[config.mk]
export PLATFORM = sky130hd
export DESIGN_NAME = osr_cell
export DESIGN_NICKNAME = d
export VERILOG_FILES = /design/src/hdl/osr_pkg.sv /design/src/hdl/osr_cell.sv
export SDC_FILE = /design/constraint.sdc
export NUM_CORES = 1
export LEC_CHECK = 0
export ABC_AREA = 1
export BUFFER_PORTS_ARGS = -buffer_cell sky130_fd_sc_hd__buf_2
export CAP_MARGIN = 10
export CELL_PAD_IN_SITES_DETAIL_PLACEMENT = 0
export CELL_PAD_IN_SITES_GLOBAL_PLACEMENT = 2
export CORE_ASPECT_RATIO = 1.5
export CORE_MARGIN = 3
export CORE_UTILIZATION = 26
export CTS_CLUSTER_DIAMETER = 200
export DETAILED_ROUTE_END_ITERATION = 6
export HOLD_SLACK_MARGIN = 0.15
export PLACE_DENSITY = 0.95
export SYNTH_ARGS = -nofsm -noshare
export SYNTH_HDL_FRONTEND = slang
export SYNTH_SLANG_ARGS = --single-unit
[constraint.sdc]
create_clock -name i_clk -period 7.69 [get_ports i_clk]
set_input_delay 0.769 -clock i_clk [delete_from_list [all_inputs] [get_ports i_clk]]
set_output_delay 0.769 -clock i_clk [all_outputs]
set_load 0.01 [all_outputs]
[src/hdl/osr_pkg.sv]
// Shared types and constants for the operand stack with roll.
// Used by osr_cell, osr_mod_unit and operand_stack_with_roll; depends on nothing.
`timescale 1ns / 1ps

package osr_pkg;

    // default sizes handed to the top level
    localparam int STACK_DEPTH_DEF = 256;
    localparam int DATA_WIDTH_DEF  = 64;

    // fixed field widths of the item
    localparam int FIELD_DATA_W = 64;
    localparam int CMD_W        = 3;
    localparam int CNT_W        = 9;
    localparam int AMT_W        = 32;
    localparam int IDX_W        = 8;
    localparam int ST_W         = 2;
    localparam int REM_W        = CNT_W;

    // command codes
    localparam logic [CMD_W-1:0] CMD_PUSH  = 3'd0;
    localparam logic [CMD_W-1:0] CMD_POP   = 3'd1;
    localparam logic [CMD_W-1:0] CMD_ROLL  = 3'd2;
    localparam logic [CMD_W-1:0] CMD_READ  = 3'd3;
    localparam logic [CMD_W-1:0] CMD_COUNT = 3'd4;

    typedef enum logic [ST_W-1:0] {
        ST_OK    = 2'd0,
        ST_UNDER = 2'd1,
        ST_RANGE = 2'd2,
        ST_OVER  = 2'd3
    } t_status;

    typedef enum logic [2:0] {
        S_IDLE,
        S_EVAL,
        S_MOD,
        S_ROLL,
        S_POP,
        S_READ,
        S_FIN
    } t_state;

    // what every cell of the chain does this cycle
    typedef enum logic [1:0] {
        CELL_HOLD,
        CELL_PUSH,
        CELL_POP,
        CELL_ROT
    } t_cell_op;

    typedef struct packed {
        t_cell_op         op;
        logic [CNT_W-1:0] seg_len;
    } t_cell_ctrl;

endpackage

[src/hdl/osr_cell.sv]
// One stack cell: holds a single entry and trades it with its neighbors.
// Depends on osr_pkg for the control struct.
`timescale 1ns / 1ps

module osr_cell #(
    parameter int DATA_WIDTH = osr_pkg::DATA_WIDTH_DEF,
    parameter int CELL_IDX   = 0
) (
    input  logic                   i_clk,
    input  osr_pkg::t_cell_ctrl    i_ctrl,
    input  logic [DATA_WIDTH-1:0]  i_prev,
    input  logic [DATA_WIDTH-1:0]  i_next,
    input  logic [DATA_WIDTH-1:0]  i_top,
    output logic [DATA_WIDTH-1:0]  o_value
);

    localparam int Pos = CELL_IDX + 1;

    logic [DATA_WIDTH-1:0] r_value;

    // push moves entries away from the top, pop toward it; rotate cycles the
    // top seg_len entries up by one with the top wrapping to the segment end
    always_ff @(posedge i_clk) begin
        unique case (i_ctrl.op)
            osr_pkg::CELL_PUSH: r_value <= i_prev;
            osr_pkg::CELL_POP:  r_value <= i_next;
            osr_pkg::CELL_ROT: begin
                if (Pos < int'(i_ctrl.seg_len)) begin
                    r_value <= i_next;
                end else if (Pos == int'(i_ctrl.seg_len)) begin
                    r_value <= i_top;
                end
            end
            default: r_value <= r_value;
        endcase
    end

    assign o_value = r_value;

endmodule

==> out/qor.tcl <==
set qor(synth.yosys.seq_area_share_pct) 42.3
set qor(postRouteWirelength_um) 15800
set qor(maximum_number_of_pins_on_one_net_before_global_route_repair) 67
set qor(synth_simple_gate_area_share_pct) 21.5
set qor(synth_area_in_compound_gates_pct) 22.2
set qor(first_pass_iters) 4
set qor(postRouteAntennaNets) 0
set qor(outcome) {completed}
set qor(design.die.area_sq_um) 19100
set qor(finalSetupTns_ns) 0
set qor(adder_cell_fraction_of_synth_area_pct) 0.551
set qor(critical-path-max-stage-delay_ns) 0.54
set qor(design.core.area_sq_um) 17000
set qor(initial_antenna_violation_count) 3
set qor(grt_pass1_vias) 4708
set qor(maxCapViolations) 0
set qor(synth_fp_nets) 709
set qor(achievable-frequency_ghz) 0.351
set qor(gp_routability_congestion) 0.801
set qor(static-leakage-power_nw) 2.96
set qor(most_common_cell_after_layout_fill_and_taps_aside) {sky130_fd_sc_hd__buf_2}
set qor(crit_path_start) {i_ctrl[8]}
set qor(route.detailed.wl_per_inst_um) 16.3
set qor(yosys.cell_types.count) 18
set qor(boundaryPins) 268
set qor(powerDensity_nw_per_um2) 191
set qor(viasPerCell) 4.70
set qor(rows) 58
set qor(critPathRequiredTime_ns) 7.76
set qor(main_combinational_cell_family_by_area_after_synthesis) {compound AO/OA/AOI/OAI gates}
set qor(cp_max_fo) 65
set qor(criticalPathCategory) {in2reg}
set qor(clock_tree_from_tritoncts) {done}
set qor(final_core_area_utilization_pct) 36.3
set qor(num_vias) 4537
set qor(path_clk_slew_ns) 0.06
set qor(crit_path_start_kind) {primary input}
set qor(worst_setup_path_end_kind) {flip-flop}
set qor(tritoncts.num_buffers) 9
set qor(hold_path_class) {in2reg}
set qor(cp_common_cell) {sky130_fd_sc_hd__buf_4}
set qor(globalRoute.totalOverflow) 0
set qor(synth_xor_xnor_area_share_pct) 0
set qor(register_bit_count_reported_by_yosys) 64
set qor(die_h_um) 168
set qor(syn_area_sq_um) 4540
set qor(multiplexer_area_fraction_after_synthesis_pct) 0
set qor(mostFrequentLayoutCells) {sky130_fd_sc_hd__buf_2, sky130_fd_sc_hd__nand2_1, sky130_fd_sc_hd__inv_1}
set qor(die_x_um) 114
set qor(worstHoldStart) {i_prev[47]}
set qor(slew_headroom_pct) 40.0
set qor(start_util_pct) 26.7
set qor(detailedPlacementHpwl_um) 11000
set qor(grt_first_pass_wirelength_um) 24600
set qor(clock_path_buffers) 2
set qor(holdBufCountCts) 0
set qor(buffer_type_at_the_clock_tree_root) {sky130_fd_sc_hd__clkbuf_16}
set qor(synth_cells) 503
set qor(drive_gt1_share_pct) 47.3
set qor(io_buffer_count) 267
set qor(final_min_period_over_clock_period_pct) 37.0
set qor(areaGrowthSynthToFinish_pct) 35.8
set qor(cts_max_level) 3
set qor(ir_drop_v) 0.000105
set qor(min_period_ns) 2.85
set qor(detailedRoute.firstIterationViolations) 255
set qor(worst-slew-pin-transition_ns) 0.900
set qor(cpMaxStageDelayCell) {sky130_fd_sc_hd__buf_4}
set qor(drc_violations_left) 0
set qor(final_count_of_pins_violating_max_slew) 0
set qor(worstPathCellList) {buf_2 > nor2_2 > nand2_2 > buf_4 > nor2_4 > buf_4 > buf_4 > nand2_2 > nand3_1 > nand2_1}
set qor(final-setup-viol-count) 0
set qor(post_cts.repair.setup_buffers) 0
set qor(final_net_count) 954
set qor(final_hold_viol_count) 0
set qor(rsz_0062_raised_after_global_routing) {no}
set qor(max_ffs_per_register) 64
set qor(synth_warnings) 0
set qor(all_layer_gr_usage_pct) 16.3
set qor(cts.sink_count) 64
set qor(number_of_gates_given_a_new_drive_strength_after_cts) 0
set qor(worstPathArrival_ns) 2.92
set qor(synth.avg_cell_area_sq_um) 9.03
## logic make-up after synthesis
family	Yosys count
simple gates	201
compound gates	129
buf+inv	107
flops	64
fa+ha+maj	2
## cells in the mapped netlist
library cell	count	area share [%]
sky130_fd_sc_hd__nand2_1	79	6.5
sky130_fd_sc_hd__inv_1	66	5.5
sky130_fd_sc_hd__a22oi_1	65	11
sky130_fd_sc_hd__edfxtp_1	64	42
sky130_fd_sc_hd__nand3_1	64	7.1
sky130_fd_sc_hd__o21bai_1	54	8.9
sky130_fd_sc_hd__nand2_2	51	7.0
sky130_fd_sc_hd__buf_6	13	3.2
sky130_fd_sc_hd__o21bai_2	10	2.5
sky130_fd_sc_hd__buf_2	8	0.88
sky130_fd_sc_hd__clkbuf_1	7	0.58
sky130_fd_sc_hd__buf_1	6	0.50
sky130_fd_sc_hd__buf_12	6	2.6
sky130_fd_sc_hd__nor2_1	3	0.25
sky130_fd_sc_hd__nor2_2	3	0.41
sky130_fd_sc_hd__ha_1	2	0.55
sky130_fd_sc_hd__buf_4	1	0.17
sky130_fd_sc_hd__nor2_4	1	0.25
## cell type report
cell class	count	area, sq um
Fill cell	1828	10800
Tap cell	210	263
Antenna cell	3	7.51
Inverter	66	248
Sequential cell	64	1920
Clock buffer	12	236
Multi-Input combinational cell	332	2030
Timing Repair Buffer	275	1400
Clock inverter	4	68.8
## worst paths after layout
path | endpoint | slack [ns] | cells after the start
max | o_value[53] | 4.84 | 10
min | o_value[47] | 0.72 | 3
## power breakdown
part,leakage (nW),total [W],switching [W],internal (W)
logic,2.17,0.000267,0.000152,0.000115
registers,0.641,0.000470,0.0000142,0.000456
clock network,0.148,0.000440,0.000157,0.000283
## worst max-delay path: cells and delay by family
family	cells	cell delay, ns
buf+inv	4	1.43
simple gates	6	0.62
## per-stage QoR
stage	setup WS [ns]	power, W	hold WS [ns]	area (sq um)	std cells
after global placement	4.48	0.000746	1.06	5850	947
after CTS	4.82	0.00119	0.716	6160	963
after detailed placement	4.46	0.000748	1.07	5850	947
after floorplan	2.77	0.000610	0.973	4540	503
final	4.84	0.00118	0.724	6170	966
after global routing	4.65	0.00124	0.727	6170	966
## metal layers
| layer | up-vias | GRT usage (%) | wire length (um) |
|---|---|---|---|
| li1 | 2229 | - | - |
| met1 | 2090 | 18.4 | 6100 |
| met2 | 190 | 29.3 | 8290 |
| met3 | 28 | 3.56 | 1000 |
| met4 | 0 | 6.67 | 403 |
| met5 | - | 0 | 0 |
No activity file was read; power rests on OpenSTA's default activity.
