[src/hdl/osr_pkg.sv]
// Shared types and constants for the operand stack with roll.
// Used by osr_cell, osr_mod_unit and operand_stack_with_roll; depends on nothing.
`timescale 1ns / 1ps

package osr_pkg;

    // default sizes handed to the top level
    localparam int STACK_DEPTH_DEF = 256;
    localparam int DATA_WIDTH_DEF  = 64;

    // fixed field widths of the item
    localparam int FIELD_DATA_W = 64;
    localparam int CMD_W        = 3;
    localparam int CNT_W        = 9;
    localparam int AMT_W        = 32;
    localparam int IDX_W        = 8;
    localparam int ST_W         = 2;
    localparam int REM_W        = CNT_W;

    // command codes
    localparam logic [CMD_W-1:0] CMD_PUSH  = 3'd0;
    localparam logic [CMD_W-1:0] CMD_POP   = 3'd1;
    localparam logic [CMD_W-1:0] CMD_ROLL  = 3'd2;
    localparam logic [CMD_W-1:0] CMD_READ  = 3'd3;
    localparam logic [CMD_W-1:0] CMD_COUNT = 3'd4;

    typedef enum logic [ST_W-1:0] {
        ST_OK    = 2'd0,
        ST_UNDER = 2'd1,
        ST_RANGE = 2'd2,
        ST_OVER  = 2'd3
    } t_status;

    typedef enum logic [2:0] {
        S_IDLE,
        S_EVAL,
        S_MOD,
        S_ROLL,
        S_POP,
        S_READ,
        S_FIN
    } t_state;

    // what every cell of the chain does this cycle
    typedef enum logic [1:0] {
        CELL_HOLD,
        CELL_PUSH,
        CELL_POP,
        CELL_ROT
    } t_cell_op;

    typedef struct packed {
        t_cell_op         op;
        logic [CNT_W-1:0] seg_len;
    } t_cell_ctrl;

endpackage

[src/hdl/osr_mod_unit.sv]
// Bit-serial reduction of a signed 32-bit amount modulo a 9-bit count.
// Result lies in 0 .. count-1; depends on osr_pkg for widths.
`timescale 1ns / 1ps

module osr_mod_unit (
    input  logic                              i_clk,
    input  logic                              i_rst_n,
    input  logic                              i_start,
    input  logic signed [osr_pkg::AMT_W-1:0]  i_amount,
    input  logic [osr_pkg::CNT_W-1:0]         i_divisor,
    output logic                              o_done,
    output logic [osr_pkg::REM_W-1:0]         o_rem
);

    localparam int StepW = $clog2(osr_pkg::AMT_W);

    logic                         r_busy;
    logic                         r_done;
    logic [StepW-1:0]             r_step;
    logic [osr_pkg::AMT_W-1:0]    r_mag;
    logic [osr_pkg::REM_W-1:0]    r_rem;
    logic                         r_neg;
    logic [osr_pkg::CNT_W-1:0]    r_div;

    logic [osr_pkg::AMT_W-1:0]    w_amt_u;
    logic [osr_pkg::AMT_W-1:0]    w_mag;
    logic [osr_pkg::REM_W:0]      w_trial;

    // magnitude of the amount; the most negative value maps to 2^31
    assign w_amt_u = $unsigned(i_amount);
    assign w_mag   = w_amt_u[osr_pkg::AMT_W-1] ? (~w_amt_u + 1'b1) : w_amt_u;

    // shift in the next dividend bit
    assign w_trial = {r_rem, r_mag[osr_pkg::AMT_W-1]};

    // control: run one step per cycle, pulse done after the last
    always_ff @(posedge i_clk) begin
        if (!i_rst_n) begin
            r_busy <= 1'b0;
            r_done <= 1'b0;
            r_step <= '0;
        end else begin
            r_done <= 1'b0;
            if (i_start) begin
                r_busy <= 1'b1;
                r_step <= '0;
            end else if (r_busy) begin
                r_step <= r_step + 1'b1;
                if (r_step == StepW'(osr_pkg::AMT_W - 1)) begin
                    r_busy <= 1'b0;
                    r_done <= 1'b1;
                end
            end
        end
    end

    // datapath: restoring remainder, one bit a cycle
    always_ff @(posedge i_clk) begin
        if (i_start) begin
            r_mag <= w_mag;
            r_rem <= '0;
            r_neg <= w_amt_u[osr_pkg::AMT_W-1];
            r_div <= i_divisor;
        end else if (r_busy) begin
            r_mag <= {r_mag[osr_pkg::AMT_W-2:0], 1'b0};
            if (w_trial >= {1'b0, r_div}) begin
                r_rem <= osr_pkg::REM_W'(w_trial - {1'b0, r_div});
            end else begin
                r_rem <= osr_pkg::REM_W'(w_trial);
            end
        end
    end

    // fold a negative remainder back into range
    assign o_rem  = (r_neg && (r_rem != '0))
                  ? osr_pkg::REM_W'(r_div - osr_pkg::CNT_W'(r_rem)) : r_rem;
    assign o_done = r_done;

endmodule
[config.mk]
export PLATFORM = sky130hd
export DESIGN_NAME = osr_mod_unit
export DESIGN_NICKNAME = d
export VERILOG_FILES = /design/src/hdl/osr_pkg.sv /design/src/hdl/osr_mod_unit.sv
export SDC_FILE = /design/constraint.sdc
export NUM_CORES = 1
export LEC_CHECK = 0
export BUFFER_PORTS_ARGS = -buffer_cell sky130_fd_sc_hd__buf_2
export CORE_MARGIN = 2
export CORE_UTILIZATION = 58
export CTS_CLUSTER_SIZE = 28
export DETAILED_ROUTE_END_ITERATION = 6
export PLACE_DENSITY = 0.87
export SYNTH_ARGS = -nofsm -noshare
export SYNTH_HDL_FRONTEND = slang
export SYNTH_SLANG_ARGS = --single-unit
[constraint.sdc]
create_clock -name i_clk -period 5.7 [get_ports i_clk]
set_input_delay 0.285 -clock i_clk [delete_from_list [all_inputs] [get_ports i_clk]]
set_output_delay 0.285 -clock i_clk [all_outputs]
set_load 0.005 [all_outputs]
==> metrics.txt <==
CTS tree=done; Die X=approximately 86 microns; crit path DAT=3110 ps; setup TNS=0 ps; Seq/Total Area, Yosys=40.4%; Post-Syn Area per Cell=9.07 sq um; CTS Buf Count=9; Crit path buffers/inverters=2; slowest cell on the critical path=a41oi_1; Compound-Gate Fraction of Synth Area=roughly a fifth; Rel. slew slack=a little over a third; Worst Hold Class=primary input to flip-flop; Syn Nets=498; max-cap violations=0; total global-route track usage=about a quarter; multiplexer share of the synthesized area=1.56%; Synth Area in Adders=under 10%; Post-DP HPWL=6020 microns; post_cts resized=0; initial antenna violation count=0; Synth Area in XOR/XNOR=between 8 and 9%; n_diodes=0; Cells after Synth=432; router iterations before antenna repair=5; Final Power=1.25 mW; Post-Syn Area=3920 sq um; CTS H-tree depth=3; Boundary Pins=54; CP Max Fanout=11; setup bufs post-CTS=0; first-pass GRT wire length=14300 microns; top-count cell post-synth=nor2_1; Tcrit/Tclk final=50.5%; DRC violations left=0; unrepaired setup endpoints after global routing=no; Cell Chain, Critical Path=inv_1 -> ha_1 -> inv_1 -> fa_1 -> nand3_1 -> nand4_1 -> a41oi_1 -> nor3b_1 -> a311o_1; P per Cell Area=283 nW/um^2; Final Hold Viols=0; Synth Flop Type=edfxtp_1; Clk pin slew, worst setup/hold paths=roughly 70 ps; core area=6460 sq um; outcome=finished clean; worst-case vdd ir drop=between 0.00015 and 0.0002 V; LEAKAGE=1.76 nW; Congestion Overflow GR=0; critical path type=flip-flop to flip-flop; Clock Latency Late Sink=340 ps; endpoints failing setup=0; die area=between 7000 and 8000 sq um; Worst Path Required=5930 ps; most frequent CP cell=inv_1; Post-synth EDFFs=42; Yosys top cell area share=32.2%; die height=86.2 microns; drt total wl=between 8000 and 9000 microns; Clock Skew=slightly above 8 ps; Synth area leaders=edfxtp_1 (32%), dfxtp_1 (8.2%), xor2_1 (6.9%); RD Place Congestion=0.866; I/O Buffers=between 50 and 60; via density per instance=just over 6; simple-gate share of the synthesized area=18.4%; Worst-Margin Slew=between 900 and 1000 ps; synth warn=0; drt initial violations=between 200 and 300; CP startpoint kind=flip-flop; Clock Sinks=a little under 60; vias=3385; Async SR Flop Fraction=0%; layout cell share with drive strength beyond 1=15.4%; DR WL/cell=15.4 microns; Fmax achieved=347 MHz; largest family of logic cells by synthesized area=compound AO/OA/AOI/OAI gates; vias in the first global route=3180; worst stage delay on the critical path=around 860 ps; Cell variety after synth=58; Worst Setup End Kind=flip-flop; Max Slew Vio Count=0; synthesized flop and latch total=just under 60; synthesis-to-layout area growth=12.8%; largest area contributor in the netlist=edfxtp_1; Clock Root Buffer=clkbuf_8; top cell family by delay on the critical path=compound AO/OA/AOI/OAI gates; largest net degree at the start of global routing=51; Layout Nets=541; FILL cells=about 500; row count=29; Starting Density=60.7%; Final ANT Viol Nets=0; Commonest cells post-synth=nor2_1 (53), edfxtp_1 (42), a21oi_1 (37); # hold bufs at CTS=0; clk buf depth=2; Final min period=2880 ps
[placed cells by master, fill, tap and decap left out, drive strengths merged, types with 6 or more instances in the layout]
cell / synthesis / layout
nor2b: 8 / 8
nor3: 8 / 8
xnor2: 6 / 6
edfxtp: 42 / 42
a311oi: 6 / 6
nor2: 53 / 53
buf: 4 / 54
nand4: 11 / 11
nand2: 26 / 26
xor2: 31 / 31
clkbuf: 18 / 15
inv: 25 / 25
dfxtp: 16 / 16
o31ai: 13 / 13
nand3: 9 / 9
a21oi: 37 / 37
o41ai: 6 / 6
o21ai: 25 / 25
ha: 20 / 20
[registers in the layout (all words and copies together) (netlist names)]
| signal | cells |
|---|---|
| r_busy | 1 |
| r_mag | 32 |
| r_neg | 1 |
| r_div | 9 |
| r_rem | 9 |
| o_done | 1 |
| r_step | 5 |
[worst register-to-register path: stages (launching register included)]
cell	delay, ps
edfxtp_1	390
inv_1	70
ha_1	180
inv_1	60
fa_1	420
nand3_1	180
nand4_1	150
a41oi_1	860
nor3b_1	110
a311o_1	340
[metal layers]
metal  global-route usage, %  wire length, microns
met3                    4.57                   369
met5                       0                     0
met4                    8.95                   130
met1                    32.1                  3880
met2                    39.5                  4220
[metrics by stage]
step | hold WS (ps) | util [%] | setup WS (ps) | std cells | cell area [sq um]
detailed placement | 464 | 65.1 | 2870 | 541 | 4200
floorplan | 384 | - | 3460 | 432 | 3920
global placement | 461 | 65.1 | 3020 | 541 | 4200
CTS | 104 | 68.4 | 2860 | 557 | 4420
global route | 102 | 68.4 | 2570 | 557 | 4420
finish | 111 | 68.4 | 2820 | 557 | 4420
[cell families after synthesis]
kind of cell    Yosys count
xor+xnor                 37
buf+inv                  47
fa+ha+maj                22
compound gates          116
mux                       6
simple gates            146
flops                    58
[path summary, 6_finish.rpt]
| check | cells after the start | to | startpoint | slack, ps |
|---|---|---|---|---|
| max reg2reg | 9 | r_rem[0] | r_mag[31] | 2820 |
| min | 1 | r_div[6] | i_divisor[6] | 110 |
| max | 9 | r_rem[0] | r_mag[31] | 2820 |
| min reg2reg | 2 | r_step[3] | r_step[3] | 520 |
[where the power goes]
group / total (mW) / internal (mW) / switching (mW)
combinational: 0.305 / 0.128 / 0.176
clock: 0.419 / 0.253 / 0.166
sequential: 0.525 / 0.500 / 0.0255
total: 1.25 / 0.881 / 0.367
[area by class of cell]
type	instances	area [sq um]	share of cell area (%)
Clock buffer	15	188	4.25
Multi-Input combinational cell	327	2160	48.8
Timing Repair Buffer	54	273	6.17
Clock inverter	1	30.0	0.680
Inverter	25	93.8	2.12
Sequential cell	58	1580	35.8
Tap cell	77	96.3	2.18
(Power assumes the default switching activity.)
